<file path="config.mk">
export PLATFORM = sky130hd
export DESIGN_NAME = masonry_shortest_column_placer_top_flat
export DESIGN_NICKNAME = d
export VERILOG_FILES = /design/src/rtl/msc_pkg.sv /design/src/rtl/msc_if.sv /design/src/rtl/msc_select.sv /design/src/rtl/masonry_shortest_column_placer_top.sv /design/src/flat_wrapper.sv
export SDC_FILE = /design/constraint.sdc
export NUM_CORES = 2
export LEC_CHECK = 0
export ABC_CLOCK_PERIOD_IN_PS = 28400
export BUFFER_PORTS_ARGS = -buffer_cell sky130_fd_sc_hd__buf_2
export CAP_MARGIN = 20
export CORE_MARGIN = 3
export CORE_UTILIZATION = 63
export CTS_CLUSTER_DIAMETER = 120
export DETAILED_ROUTE_END_ITERATION = 16
export PLACE_DENSITY = 0.8
export SKIP_CTS_REPAIR_TIMING = 1
export SYNTH_ARGS = -nofsm -noshare
export SYNTH_HDL_FRONTEND = slang
export SYNTH_SLANG_ARGS = --single-unit
</file>
<file path="constraint.sdc">
create_clock -name clk -period 28.4 [get_ports clk]
set_input_delay 1.42 -clock clk [delete_from_list [all_inputs] [get_ports clk]]
set_output_delay 1.42 -clock clk [all_outputs]
set_load 0.005 [all_outputs]
</file>
<file path="src/rtl/msc_pkg.sv">
// ----------------------------------------------------------------------------
// msc_pkg
// Shared constants for the shortest-column masonry placer: field widths,
// configuration register indexes, saturation limits and default sizes.
// ----------------------------------------------------------------------------
package msc_pkg;

  // Default sizing of the column store
  localparam int MAX_COLUMNS_DEF = 16;
  localparam int HEIGHT_BITS_DEF = 24;

  // Transaction field widths
  localparam int KIND_W   = 1;
  localparam int ITEM_W   = 20;
  localparam int COLOUT_W = 4;
  localparam int X_W      = 20;
  localparam int Y_W      = 24;

  // Configuration port
  localparam int CFG_IDX_W   = 2;
  localparam int CFG_DATA_W  = 16;
  localparam int COL_COUNT_W = 5;
  localparam int LEN_W       = 16;

  localparam logic [CFG_IDX_W-1:0] REG_COLUMN_COUNT   = 2'd0;
  localparam logic [CFG_IDX_W-1:0] REG_COLUMN_PITCH   = 2'd1;
  localparam logic [CFG_IDX_W-1:0] REG_MAIN_AXIS_GAP  = 2'd2;
  localparam logic [CFG_IDX_W-1:0] REG_UNKNOWN_HEIGHT = 2'd3;

  // Transaction kinds
  localparam logic KIND_CLEAR = 1'b0;
  localparam logic KIND_PLACE = 1'b1;

  // Output saturation limits
  localparam logic [X_W-1:0] X_MAX = {X_W{1'b1}};
  localparam logic [Y_W-1:0] Y_MAX = {Y_W{1'b1}};

endpackage

</file>
<file path="src/rtl/msc_if.sv">
// ----------------------------------------------------------------------------
// msc_in_if / msc_out_if
// Valid/ready channels for placer requests and placement results.
// ----------------------------------------------------------------------------
interface msc_in_if;
  logic                       valid;
  logic                       ready;
  logic [msc_pkg::KIND_W-1:0] kind;
  logic [msc_pkg::ITEM_W-1:0] item_height;
  logic                       height_known;

  modport source (output valid, output kind, output item_height, output height_known,
                  input ready);
  modport sink   (input valid, input kind, input item_height, input height_known,
                  output ready);
endinterface

interface msc_out_if;
  logic                         valid;
  logic                         ready;
  logic [msc_pkg::COLOUT_W-1:0] column;
  logic [msc_pkg::X_W-1:0]      offset_x;
  logic [msc_pkg::Y_W-1:0]      offset_y;
  logic [msc_pkg::Y_W-1:0]      content_extent;
  logic                         saturated;

  modport source (output valid, output column, output offset_x, output offset_y,
                  output content_extent, output saturated, input ready);
  modport sink   (input valid, input column, input offset_x, input offset_y,
                  input content_extent, input saturated, output ready);
endinterface

</file>
<file path="src/rtl/msc_select.sv">
// ----------------------------------------------------------------------------
// msc_select
// Balanced compare tree over the columns in use: finds the shortest column
// (lowest index on a tie) and the tallest column height.
// ----------------------------------------------------------------------------
module msc_select #(
  parameter int NCOL = msc_pkg::MAX_COLUMNS_DEF,
  parameter int HB   = msc_pkg::HEIGHT_BITS_DEF,
  parameter int CW   = 4,
  parameter int CNTW = 5
) (
  input  logic [HB-1:0]   heights [NCOL],
  input  logic [CNTW-1:0] n_used,
  output logic [CW-1:0]   best_idx,
  output logic [HB-1:0]   best_h,
  output logic [HB-1:0]   top_h
);

  localparam int NPAD = 1 << CW;

  logic [HB-1:0] min_h [2*NPAD];
  logic [CW-1:0] min_i [2*NPAD];
  logic          min_v [2*NPAD];
  logic [HB-1:0] max_h [2*NPAD];

  always_comb begin
    // leaves: columns past the count (and padding) are not candidates
    for (int k = 0; k < 2*NPAD; k++) begin
      min_h[k] = '0;
      min_i[k] = '0;
      min_v[k] = 1'b0;
      max_h[k] = '0;
    end
    for (int c = 0; c < NPAD; c++) begin
      min_i[NPAD+c] = CW'(c);
      if (c < NCOL) begin
        if (CNTW'(c) < n_used) begin
          min_h[NPAD+c] = heights[c];
          min_v[NPAD+c] = 1'b1;
          max_h[NPAD+c] = heights[c];
        end
      end
    end
    // inner nodes: left wins on a tie to keep the lower index
    for (int k = NPAD-1; k >= 1; k--) begin
      if (min_v[2*k] && (!min_v[2*k+1] || (min_h[2*k] <= min_h[2*k+1]))) begin
        min_h[k] = min_h[2*k];
        min_i[k] = min_i[2*k];
        min_v[k] = 1'b1;
      end else begin
        min_h[k] = min_h[2*k+1];
        min_i[k] = min_i[2*k+1];
        min_v[k] = min_v[2*k+1];
      end
      max_h[k] = (max_h[2*k] >= max_h[2*k+1]) ? max_h[2*k] : max_h[2*k+1];
    end
  end

  assign best_idx = min_i[1];
  assign best_h   = min_h[1];
  assign top_h    = max_h[1];

endmodule

</file>
<file path="src/rtl/masonry_shortest_column_placer_top.sv">
// ----------------------------------------------------------------------------
// masonry_shortest_column_placer_top
// A request is held in the request register, and its result then in the result register.
// Throughput: one transaction per cycle unless out_chan stalls; the compare tree, height sum,
// x multiply and column register update sit between the request and result registers.
// Reset (synchronous, rst_n low): all column heights to zero, column_count 1,
// other configuration registers zero, both pipeline registers empty.
// ----------------------------------------------------------------------------
module masonry_shortest_column_placer_top #(
  parameter int MAX_COLUMNS = msc_pkg::MAX_COLUMNS_DEF,
  parameter int HEIGHT_BITS = msc_pkg::HEIGHT_BITS_DEF
) (
  input  logic                             clk,
  input  logic                             rst_n,
  input  logic                             cfg_we,
  input  logic [msc_pkg::CFG_IDX_W-1:0]    cfg_index,
  input  logic [msc_pkg::CFG_DATA_W-1:0]   cfg_data,
  msc_in_if.sink                           in_chan,
  msc_out_if.source                        out_chan
);

  localparam int CW   = (MAX_COLUMNS > 1) ? $clog2(MAX_COLUMNS) : 1;
  localparam int CNTW = $clog2(MAX_COLUMNS + 1);
  localparam int GW   = ((HEIGHT_BITS > msc_pkg::ITEM_W) ? HEIGHT_BITS
                                                         : msc_pkg::ITEM_W) + 2;
  localparam int YW   = (HEIGHT_BITS > msc_pkg::Y_W) ? HEIGHT_BITS : msc_pkg::Y_W;
  localparam int XW   = CW + msc_pkg::LEN_W;
  localparam int XEW  = (XW > msc_pkg::X_W) ? XW : msc_pkg::X_W;
  localparam logic [GW-1:0] HEIGHT_MAX = GW'({HEIGHT_BITS{1'b1}});

  // configuration registers
  logic [msc_pkg::COL_COUNT_W-1:0] column_count_r;
  logic [msc_pkg::LEN_W-1:0]       column_pitch_r;
  logic [msc_pkg::LEN_W-1:0]       main_axis_gap_r;
  logic [msc_pkg::LEN_W-1:0]       unknown_height_r;

  always_ff @(posedge clk) begin
    if (!rst_n) begin
      column_count_r   <= msc_pkg::COL_COUNT_W'(1);
      column_pitch_r   <= '0;
      main_axis_gap_r  <= '0;
      unknown_height_r <= '0;
    end else if (cfg_we) begin
      case (cfg_index)
        msc_pkg::REG_COLUMN_COUNT:   column_count_r   <= cfg_data[msc_pkg::COL_COUNT_W-1:0];
        msc_pkg::REG_COLUMN_PITCH:   column_pitch_r   <= cfg_data;
        msc_pkg::REG_MAIN_AXIS_GAP:  main_axis_gap_r  <= cfg_data;
        msc_pkg::REG_UNKNOWN_HEIGHT: unknown_height_r <= cfg_data;
        default: ;
      endcase
    end
  end

  // request register and handshake
  logic                        stage_v_r;
  logic                        stage_kind_r;
  logic [msc_pkg::ITEM_W-1:0]  stage_item_r;
  logic                        stage_known_r;
  logic                        out_valid_r;
  logic                        advance;
  logic                        fire;
  logic                        in_accept;

  assign advance       = !out_valid_r || out_chan.ready;
  assign fire          = stage_v_r && advance;
  assign in_chan.ready = !stage_v_r || advance;
  assign in_accept     = in_chan.valid && in_chan.ready;

  always_ff @(posedge clk) begin
    if (!rst_n) begin
      stage_v_r <= 1'b0;
    end else if (in_accept) begin
      stage_v_r <= 1'b1;
    end else if (fire) begin
      stage_v_r <= 1'b0;
    end
  end

  always_ff @(posedge clk) begin
    if (in_accept) begin
      stage_kind_r  <= in_chan.kind;
      stage_item_r  <= in_chan.item_height;
      stage_known_r <= in_chan.height_known;
    end
  end

  // columns in use: zero means one, clamp at the store depth
  logic [CNTW-1:0] n_used;
  always_comb begin
    if (column_count_r == '0) begin
      n_used = CNTW'(1);
    end else if (32'(column_count_r) > MAX_COLUMNS) begin
      n_used = CNTW'(MAX_COLUMNS);
    end else begin
      n_used = CNTW'(column_count_r);
    end
  end

  // column heights and compare tree
  logic [HEIGHT_BITS-1:0] heights_r [MAX_COLUMNS];
  logic [CW-1:0]          best_idx;
  logic [HEIGHT_BITS-1:0] best_h;
  logic [HEIGHT_BITS-1:0] top_h;

  msc_select #(
    .NCOL (MAX_COLUMNS),
    .HB   (HEIGHT_BITS),
    .CW   (CW),
    .CNTW (CNTW)
  ) u_select (
    .heights  (heights_r),
    .n_used   (n_used),
    .best_idx (best_idx),
    .best_h   (best_h),
    .top_h    (top_h)
  );

  // placement arithmetic
  logic [msc_pkg::ITEM_W-1:0]  item_eff;
  logic [GW-1:0]               grown_raw;
  logic [HEIGHT_BITS-1:0]      grown;
  logic                        clipped;
  logic [XW-1:0]               x_raw;
  logic [XEW-1:0]              x_ext;
  logic [msc_pkg::X_W-1:0]     x_sat;
  logic [YW-1:0]               y_ext;
  logic [msc_pkg::Y_W-1:0]     y_sat;
  logic [HEIGHT_BITS-1:0]      top_new;
  logic [HEIGHT_BITS-1:0]      top_less_gap;
  logic [YW-1:0]               ext_ext;
  logic [msc_pkg::Y_W-1:0]     ext_sat;

  always_comb begin
    item_eff  = stage_known_r ? stage_item_r : msc_pkg::ITEM_W'(unknown_height_r);
    grown_raw = GW'(best_h) + GW'(item_eff) + GW'(main_axis_gap_r);
    clipped   = grown_raw > HEIGHT_MAX;
    grown     = clipped ? HEIGHT_MAX[HEIGHT_BITS-1:0] : grown_raw[HEIGHT_BITS-1:0];

    x_raw = XW'(best_idx) * XW'(column_pitch_r);
    x_ext = XEW'(x_raw);
    x_sat = (x_ext > XEW'(msc_pkg::X_MAX)) ? msc_pkg::X_MAX : x_ext[msc_pkg::X_W-1:0];

    y_ext = YW'(best_h);
    y_sat = (y_ext > YW'(msc_pkg::Y_MAX)) ? msc_pkg::Y_MAX : y_ext[msc_pkg::Y_W-1:0];

    // only the chosen column changes and it never shrinks
    top_new      = (grown > top_h) ? grown : top_h;
    top_less_gap = (top_new > HEIGHT_BITS'(main_axis_gap_r))
                   ? top_new - HEIGHT_BITS'(main_axis_gap_r) : '0;
    ext_ext      = YW'(top_less_gap);
    ext_sat      = (ext_ext > YW'(msc_pkg::Y_MAX)) ? msc_pkg::Y_MAX
                                                   : ext_ext[msc_pkg::Y_W-1:0];
  end

  // column height update
  always_ff @(posedge clk) begin
    if (!rst_n) begin
      for (int c = 0; c < MAX_COLUMNS; c++) begin
        heights_r[c] <= '0;
      end
    end else if (fire) begin
      if (stage_kind_r == msc_pkg::KIND_CLEAR) begin
        for (int c = 0; c < MAX_COLUMNS; c++) begin
          heights_r[c] <= '0;
        end
      end else begin
        heights_r[best_idx] <= grown;
      end
    end
  end

  // result register
  logic [msc_pkg::COLOUT_W-1:0] column_r;
  logic [msc_pkg::X_W-1:0]      offset_x_r;
  logic [msc_pkg::Y_W-1:0]      offset_y_r;
  logic [msc_pkg::Y_W-1:0]      extent_r;
  logic                         saturated_r;
  logic [CW+msc_pkg::COLOUT_W-1:0] best_wide;

  assign best_wide = (CW+msc_pkg::COLOUT_W)'(best_idx);

  always_ff @(posedge clk) begin
    if (!rst_n) begin
      out_valid_r <= 1'b0;
    end else if (fire) begin
      out_valid_r <= 1'b1;
    end else if (out_chan.ready) begin
      out_valid_r <= 1'b0;
    end
  end

  always_ff @(posedge clk) begin
    if (fire) begin
      if (stage_kind_r == msc_pkg::KIND_CLEAR) begin
        column_r    <= '0;
        offset_x_r  <= '0;
        offset_y_r  <= '0;
        extent_r    <= '0;
        saturated_r <= 1'b0;
      end else begin
        column_r    <= best_wide[msc_pkg::COLOUT_W-1:0];
        offset_x_r  <= x_sat;
        offset_y_r  <= y_sat;
        extent_r    <= ext_sat;
        saturated_r <= clipped;
      end
    end
  end

  assign out_chan.valid          = out_valid_r;
  assign out_chan.column         = column_r;
  assign out_chan.offset_x       = offset_x_r;
  assign out_chan.offset_y       = offset_y_r;
  assign out_chan.content_extent = extent_r;
  assign out_chan.saturated      = saturated_r;

`ifndef SYNTHESIS
  // a clear transaction leaves the first column at zero
  a_clear_zeroes: assert property (@(posedge clk) disable iff (!rst_n)
    fire && (stage_kind_r == msc_pkg::KIND_CLEAR) |=> heights_r[0] == '0)
    else $error("column height not cleared");

  // a clipped placement leaves the chosen column at its maximum
  a_clip_holds_max: assert property (@(posedge clk) disable iff (!rst_n)
    fire && (stage_kind_r == msc_pkg::KIND_PLACE) && clipped
    |=> heights_r[$past(best_idx)] == HEIGHT_MAX[HEIGHT_BITS-1:0])
    else $error("clipped column not held at maximum");

  // a held request is not dropped while the result side stalls
  a_stage_kept: assert property (@(posedge clk) disable iff (!rst_n)
    stage_v_r && !advance |=> stage_v_r)
    else $error("request lost during stall");

  // offset_y of an unclipped placement never exceeds the reported extent plus one gap
  a_y_in_extent: assert property (@(posedge clk) disable iff (!rst_n)
    fire && (stage_kind_r == msc_pkg::KIND_PLACE) && !clipped
    |-> (YW+1)'(y_sat) <= (YW+1)'(ext_sat) + (YW+1)'(main_axis_gap_r))
    else $error("offset_y above content extent");
`endif

endmodule
</file>
<file path="src/flat_wrapper.sv">
// flat-port wrapper written by rule: the top's interface ports become plain ports
module masonry_shortest_column_placer_top_flat 
#(
  parameter int MAX_COLUMNS = msc_pkg::MAX_COLUMNS_DEF,
  parameter int HEIGHT_BITS = msc_pkg::HEIGHT_BITS_DEF
)
  (clk, rst_n, cfg_we, cfg_index, cfg_data, in_chan_valid, in_chan_kind, in_chan_item_height, in_chan_height_known, in_chan_ready, out_chan_valid, out_chan_column, out_chan_offset_x, out_chan_offset_y, out_chan_content_extent, out_chan_saturated, out_chan_ready);
  msc_in_if in_chan_i ();
  msc_out_if out_chan_i ();
  input  logic clk;
  input  logic rst_n;
  input  logic cfg_we;
  input  logic [msc_pkg::CFG_IDX_W-1:0] cfg_index;
  input  logic [msc_pkg::CFG_DATA_W-1:0] cfg_data;
  input wire logic [$bits(in_chan_i.valid)-1:0] in_chan_valid;
  input wire logic [$bits(in_chan_i.kind)-1:0] in_chan_kind;
  input wire logic [$bits(in_chan_i.item_height)-1:0] in_chan_item_height;
  input wire logic [$bits(in_chan_i.height_known)-1:0] in_chan_height_known;
  output wire logic [$bits(in_chan_i.ready)-1:0] in_chan_ready;
  output wire logic [$bits(out_chan_i.valid)-1:0] out_chan_valid;
  output wire logic [$bits(out_chan_i.column)-1:0] out_chan_column;
  output wire logic [$bits(out_chan_i.offset_x)-1:0] out_chan_offset_x;
  output wire logic [$bits(out_chan_i.offset_y)-1:0] out_chan_offset_y;
  output wire logic [$bits(out_chan_i.content_extent)-1:0] out_chan_content_extent;
  output wire logic [$bits(out_chan_i.saturated)-1:0] out_chan_saturated;
  input wire logic [$bits(out_chan_i.ready)-1:0] out_chan_ready;
  assign in_chan_i.valid = in_chan_valid;
  assign in_chan_i.kind = in_chan_kind;
  assign in_chan_i.item_height = in_chan_item_height;
  assign in_chan_i.height_known = in_chan_height_known;
  assign in_chan_ready = in_chan_i.ready;
  assign out_chan_valid = out_chan_i.valid;
  assign out_chan_column = out_chan_i.column;
  assign out_chan_offset_x = out_chan_i.offset_x;
  assign out_chan_offset_y = out_chan_i.offset_y;
  assign out_chan_content_extent = out_chan_i.content_extent;
  assign out_chan_saturated = out_chan_i.saturated;
  assign out_chan_i.ready = out_chan_ready;
  masonry_shortest_column_placer_top #(.MAX_COLUMNS(MAX_COLUMNS), .HEIGHT_BITS(HEIGHT_BITS)) u_core (.clk(clk), .rst_n(rst_n), .cfg_we(cfg_we), .cfg_index(cfg_index), .cfg_data(cfg_data), .in_chan(in_chan_i), .out_chan(out_chan_i));
endmodule
</file>
# Word-level counts from Yosys, hierarchy flattened
# Index checks and enable logic that the tools add are counted.
word_totals:
  register_bits: 534
  latchBits: 0
  ramBits: 0
  mem_bits_ro: 0
  input_bits: 45
  output_inout_bits: 75
  word_cells: 261
  n_memories: 0
classes:
  add_sub_neg: 3
  mul: 1
  div: 0
  n_lt_le_gt_ge: 55
  eq_ne: 3
  shift: 0
  n_mux: 108
  bitwise: 1
  n_reduce_logical: 60
ops:
  columns: ["cell", "n"]
  rows:
  - ["24-bit two-way mux", 52]
  - ["384-bit bitwise mux", 1]
  - ["384-bit two-way mux", 1]
  - ["24-bit greater-or-equal comparator", 15]
  - ["24-bit <= comparator", 15]
  - ["24-bit demux with 4-bit select", 1]
  - ["24-bit greater-than comparator (second input constant)", 2]
  - ["1-bit two-way mux", 42]
  - ["4-bit by 5-bit less-than comparator with 1-bit output (first input constant)", 8]
  - ["20-bit two-way mux", 2]
  - ["4-bit two-way mux", 7]
  - ["26-bit by 16-bit adder with 26-bit output", 1]
  - ["26-bit by 24-bit greater-than comparator with 1-bit output (second input constant)", 1]
  - ["24-bit by 20-bit adder with 25-bit output", 1]
  - ["24-bit by 16-bit greater-than comparator with 1-bit output", 1]
  - ["24-bit greater-than comparator", 1]
  - ["24-bit by 16-bit subtractor with 24-bit output", 1]
  - ["20-bit greater-than comparator (second input constant)", 1]
  - ["3-bit by 5-bit less-than comparator with 1-bit output (first input constant)", 4]
  - ["4-bit by 16-bit multiplier with 20-bit output", 1]
  - ["1-bit logical AND", 18]
  - ["1-bit zero test", 17]
  - ["1-bit logical OR", 17]
  - ["1-bit by 5-bit less-than comparator with 1-bit output (first input constant)", 2]
  - ["other kinds (12)", 19]

# Longest topological paths before layout
depth:
  depth_word: 31
  mapped_depth: 109
  ltp_nobuf: 92

# Hierarchy
# From an unflattened synthesis, not the netlist that was laid out.
unflattened:
  cells_unflattened: 5834
  area_unflattened_um2: 47778.3
by_module_without_submodules:
  columns: ["module", "instances", "cells_per_inst", "area_per_inst_um2", "seq_area_each_um2"]
  rows:
  - ["masonry_shortest_column_placer_top", 1, 2511, 24578.6, 11641.2]
  - ["msc_select", 1, 3323, 23199.8, 0.0]

# Worst setup path after synthesis
# Ideal clock, no wire load.
synth_timing:
  kind: "reg2reg"
  from: "register u_core.column_count_r[2] (netlist name)"
  to: "register u_core.extent_r, in the netlist u_core.out_chan.content_extent[15], data pin"
  setup_ns: 0.271
  arrival_ns: 20.029
  t_required_ns: 28.129
  slack_ns: 8.100
  path_stages_with_launch: 103
  path_buffers: 22
  synth_period_minus_slack_ns: 20.300
  path_cell_list: "dfxtp_1 > or3_1 > clkbuf_1 > clkbuf_1 > clkbuf_1 > buf_1 > buf_1 > nand2_1 > ha_1 > nand4_1 > nor4_1 > nand4_1 > and2_1 > nand2_2 > and2_1 > clkbuf_1 > clkbuf_1 > a21oi_1 > (+67 left out) > o21ai_0 > ha_1 > nor2b_1 > o21ai_0 > a21boi_0 > o21ai_0 > a21boi_0 > o21ai_0 > nand2b_1 > a21o_1 > a21o_1 > a31oi_1 > o21ai_0 > a31oi_1 > nor2_1 > o41ai_4 > buf_4 > a211oi_1"
synth_via:
  elab_chain_len: 31
  elab_cells_between_ends: 182
  classes_between: "3 x add/sub; 51 x order compare; 82 x mux; 46 x reduce/logical"
synth_rtl:
  columns: ["element", "line", "rtl"]
  rows:
  - ["start: declaration", "masonry_shortest_column_placer_top.sv:32", "logic [msc_pkg::COL_COUNT_W-1:0] column_count_r;"]
  - ["start signal: assignment", "masonry_shortest_column_placer_top.sv:39", "column_count_r <= msc_pkg::COL_COUNT_W'(1);"]
  - ["start signal: assignment", "masonry_shortest_column_placer_top.sv:45", "msc_pkg::REG_COLUMN_COUNT: column_count_r <= cfg_data[msc_pkg::COL_COUNT_W-1:0];"]
  - ["5-bit greater-than comparator", "masonry_shortest_column_placer_top.sv:92", "end else if (32'(column_count_r) > MAX_COLUMNS) begin"]
  - ["5-bit two-way mux", "masonry_shortest_column_placer_top.sv:92", null]
  - ["5-bit two-way mux (*)", "masonry_shortest_column_placer_top.sv:90", "if (column_count_r == '0) begin"]
  - ["1-bit by 5-bit less-than comparator with 1-bit output (tied with other cells)", "msc_select.sv:37", "if (CNTW'(c) < n_used) begin"]
  - ["24-bit two-way mux or 1-bit two-way mux (tied branches)", "msc_select.sv:37", null]
  - ["24-bit <= comparator or 1-bit zero test (tied branches)", "msc_select.sv:46", "if (min_v[2*k] && (!min_v[2*k+1] || (min_h[2*k] <= min_h[2*k+1]))) begin"]
  - ["1-bit logical OR", "msc_select.sv:46", null]
  - ["1-bit logical AND", "msc_select.sv:46", null]
  - ["(+15 left out)", null, null]
  - ["26-bit by 24-bit greater-than comparator with 1-bit output", "masonry_shortest_column_placer_top.sv:136", "clipped = grown_raw > HEIGHT_MAX;"]
  - ["24-bit two-way mux", "masonry_shortest_column_placer_top.sv:137", "grown = clipped ? HEIGHT_MAX[HEIGHT_BITS-1:0] : grown_raw[HEIGHT_BITS-1:0];"]
  - ["24-bit greater-than comparator", "masonry_shortest_column_placer_top.sv:147", "top_new = (grown > top_h) ? grown : top_h;"]
  - ["24-bit two-way mux (*)", "masonry_shortest_column_placer_top.sv:147", null]
  - ["24-bit by 16-bit subtractor with 24-bit output or 24-bit by 16-bit greater-than comparator with 1-bit output (tied branches)", "masonry_shortest_column_placer_top.sv:149, masonry_shortest_column_placer_top.sv:148", null]
  - ["24-bit two-way mux (*)", "masonry_shortest_column_placer_top.sv:149", "? top_new - HEIGHT_BITS'(main_axis_gap_r) : '0;"]
  - ["24-bit greater-than comparator", "masonry_shortest_column_placer_top.sv:151", "ext_sat = (ext_ext > YW'(msc_pkg::Y_MAX)) ? msc_pkg::Y_MAX"]
  - ["24-bit two-way mux (*)", "masonry_shortest_column_placer_top.sv:151", null]
  - ["end signal: assignment", "masonry_shortest_column_placer_top.sv:204", "extent_r <= ext_sat;"]
  - ["end: declaration", "masonry_shortest_column_placer_top.sv:176", "logic [msc_pkg::Y_W-1:0] extent_r;"]
# Every way passes the cells marked *; elsewhere a longest branch is shown, timed or not.
# A chain may end at the register's enable or synchronous reset.

# Worst setup path in the final report
layout_timing:
  from: "register u_core.column_count_r[4] (netlist name)"
  to: "register u_core.extent_r, in the netlist u_core.out_chan.content_extent[4], data pin"
# Same word-level chain as after synthesis.

==> impl_metrics.sql <==
INSERT INTO impl_metrics (metric_group, metric, value, unit) VALUES
('yosys', 'post_synth_inst_count', '6275', ''),
('grt', 'globalRoute.totalOverflow', '0', ''),
('drt', 'routed_wire_length_per_instance', '26.4', 'microns'),
('yosys', 'synth_sequential_area_ratio', '24.2', '%'),
('finish', 'final_common_cell', 'nand2_1', ''),
('pwr', 'ir_worst_vdd', '0.228', 'mV'),
('finish', 'post-route-cell-area', '0.0514', 'sq mm'),
('floorplan', 'die_height', '282', 'microns'),
('worst_setup_path', 'critical_path.endpoint_type', 'flop', ''),
('floorplan', 'floorplan.rows', '100', ''),
('grt', 'first_global_vias', '45022', ''),
('yosys', 'synth.mux.area_fraction', '4.61', '%'),
('clocking', 'clkTransAtPathRegs', '0.06', 'ns'),
('drt', 'wl', '189000', 'microns'),
('yosys', 'synth-edff-count', '95', ''),
('worst_setup_path', 'cp_class', 'flop to flop', ''),
('floorplan', 'fp.coreArea', '0.0749', 'sq mm'),
('worst_setup_path', 'critical_path_source_type', 'flop', ''),
('timing', 'hold_violations', '0', ''),
('pwr', 'power.total', '5.61', 'mW'),
('floorplan', 'die_area', '0.0796', 'sq mm'),
('timing', 'tightestPinTransition', '1.24', 'ns'),
('yosys', 'synth.top_cell.area_share', '18.3', '%'),
('yosys', 'postSynth.asyncResetShare', '0', '%'),
('timing', 'rsz0062_at_grt', 'no', ''),
('worst_setup_path', 'largest_driver_fanout_on_the_critical_path', '47', ''),
('status', 'outcome', 'completed', ''),
('yosys', 'ys_ff_latch', '534', ''),
('clocking', 'cts.htree.levels', '2', ''),
('placement', 'postPlaceCellArea', '0.0492', 'sq mm'),
('yosys', 'ys_types', '108', ''),
('timing', 'final.setup_skew', '0.0458', 'ns'),
('placement', 'hpwl', '139000', 'microns'),
('timing', 'worst_slack', '3.79', 'ns'),
('clocking', 'cts_tree', 'done', ''),
('worst_setup_path', 'critical_path.max_stage_delay', '0.88', 'ns'),
('grt', 'pin_count_of_the_biggest_net_entering_global_routing', '166', ''),
('drt', 'detail_route.drc_violations', '0', ''),
('timing', 'timing.setup.tns', '0', 'ns'),
('yosys', 'netlist_top_cells_area', 'dfxtp_1 (18%), ha_1 (16%), nand2_1 (6.9%)', ''),
('timing', 'max_slew_margin', '17.3', '%'),
('yosys', 'adder_cell_share_of_the_synthesized_area', '17.6', '%'),
('pwr', 'power_density', '109', 'mW/mm^2'),
('yosys', 'leading_area_contributor_after_synthesis', 'dfxtp_1', ''),
('clocking', 'max-clock-path-buffers', '3', ''),
('grt', 'wire_length_of_the_first_global_routing_pass', '276000', 'microns'),
('finish', 'layout-drive-gt1-share', '8.06', '%'),
('yosys', 'yosys_warnings', '0', ''),
('yosys', 'simple_gate_fraction_of_synth_area', '21.9', '%'),
('hold_path', 'hold_path_class', 'flop to flop', ''),
('pwr', 'leakage', '22.9', 'nW'),
('finish', 'fill_cells', '6219', ''),
('yosys', 'postSynthNetCount', '6979', ''),
('drt', 'viasPerCell', '6.73', ''),
('job', 'timing.max_cap.violations', '0', ''),
('clocking', 'cts_made_buffers', '61', ''),
('timing', 'final_min_period_over_clock_period', '86.7', '%'),
('timing', 'timing.final.crit_period', '24.61', 'ns'),
('yosys', 'synth_compound_gate_area_share', '23.9', '%'),
('drt', 'dr_total_vias', '48178', ''),
('finish', 'layout.cells.most_common_list', 'nand2_1 (876), ha_1 (628), dfxtp_1 (438)', ''),
('finish', 'areaGrowthSynthToFinish', '6.92', '%'),
('timing', 'setup_viol', '0', ''),
('yosys', 'synth_top_family_by_area', 'compound AO/OA/AOI/OAI gates', ''),
('yosys', 'synth_top_flop_cell', 'dfxtp_1', ''),
('clocking', 'clock_sink_count', '534', ''),
('worst_setup_path', 'slowest_stage', 'nand2_1', ''),
('worst_setup_path', 'crit_required', '28.79', 'ns'),
('clocking', 'cts_root_buf', 'clkbuf_16', ''),
('timing', 'highest_clock_frequency_the_design_can_meet', '40.6', 'MHz'),
('floorplan', 'ioPinCount', '120', '');
[cells in the mapped netlist, drive strengths merged (15+ instances only)]
master   instances
o2bb2ai         38
nor3            49
a31oi           74
nand4          105
mux2            69
buf             86
o21ai          393
and2           127
ha             628
dfxtp          439
o211ai          26
inv            425
o31ai           15
nor4            33
a21o           181
nor2b          369
nand2b          32
nand3          130
nand2          881
and3            21
clkbuf         316
mux2i          141
a21oi          406
o21a            54
fa              31
edfxtp          95
a22oi          327
xnor2           43
a21boi          79
a211oi          39
nor2           434
[per-stage QoR]
stage	hold slack (ns)	std cells	utilization, %
floorplan	0.441	6275	-
global placement	0.449	7033	65.5
detailed placement	0.459	7035	65.6
CTS	0.467	7150	68.3
global route	0.493	7158	68.5
finish	0.467	7160	68.5
[worst max-delay path: cells and delay by family, from the launching register on]
| kind | cells | cell delay, ns |
|---|---|---|
| flops | 1 | 0.59 |
| xor+xnor | 1 | 0.16 |
| buf+inv | 5 | 1.41 |
| fa+ha+maj | 8 | 2.59 |
| simple gates | 21 | 7.24 |
| mux | 3 | 1.14 |
| compound gates | 44 | 11.17 |
[cell families (layout without fill, tap and decap cells)]
kind of cell / Yosys count / in the layout
xor+xnor: 57 / 57
flops: 534 / 534
compound gates: 1760 / 1760
mux: 210 / 210
fa+ha+maj: 659 / 659
buf+inv: 828 / 742
other cells: 0 / 2
simple gates: 2227 / 2227
[state kept, by name, summed over array words and instances (netlist names)]
signal,flops
u_core.stage_v_r,1
u_core.column_count_r,5
u_core.stage_known_r,1
u_core.stage_kind_r,1
u_core.main_axis_gap_r,16
u_core.out_chan.offset_x,20
u_core.out_chan.valid,1
u_core.out_chan.offset_y,24
u_core.out_chan.content_extent,24
u_core.heights_r,384
u_core.unknown_height_r,16
u_core.out_chan.saturated,1
u_core.out_chan.column,4
u_core.stage_item_r,20
u_core.column_pitch_r,16
[report_power, final]
part,total (mW),switching [mW],internal (mW)
clock,0.835,0.362,0.473
combinational,3.89,2.50,1.39
sequential,0.884,0.0183,0.866
total,5.61,2.88,2.73
[per-layer routing]
metal	vias to the layer above	share of wire, %	global-route usage (%)
li1	21840	-	-
met1	22451	37	55.5
met2	2998	42	70.7
met3	887	11	10.9
met4	2	10	37.3
met5	-	0.010	0
[final timing paths]
| path | from | to | slack (ns) | depth (start not counted) |
|---|---|---|---|---|
| max | u_core.column_count_r[4]$_SDFFE_PN0P_ | u_core.out_chan.content_extent[4]$_SDFFCE_PN0P_ | 3.79 | 82 |
| min | u_core.unknown_height_r[1]$_SDFFE_PN0P_ | u_core.unknown_height_r[1]$_SDFFE_PN0P_ | 0.47 | 2 |
| max reg2reg | u_core.column_count_r[4]$_SDFFE_PN0P_ | u_core.out_chan.content_extent[4]$_SDFFCE_PN0P_ | 3.79 | 82 |
| min reg2reg | u_core.unknown_height_r[1]$_SDFFE_PN0P_ | u_core.unknown_height_r[1]$_SDFFE_PN0P_ | 0.47 | 2 |
[layout make-up]
cell class / count / area, sq um / area share [%]
Antenna cell: 2 / 5.00 / 0.00974
Clock buffer: 76 / 1670 / 3.24
Clock inverter: 39 / 402 / 0.782
Inverter: 426 / 1600 / 3.11
Multi-Input combinational cell: 4913 / 33500 / 65.2
Sequential cell: 534 / 11600 / 22.7
Tap cell: 969 / 1210 / 2.36
Timing Repair Buffer: 201 / 1330 / 2.58
Note: power is estimated with default switching activity, not from simulation.
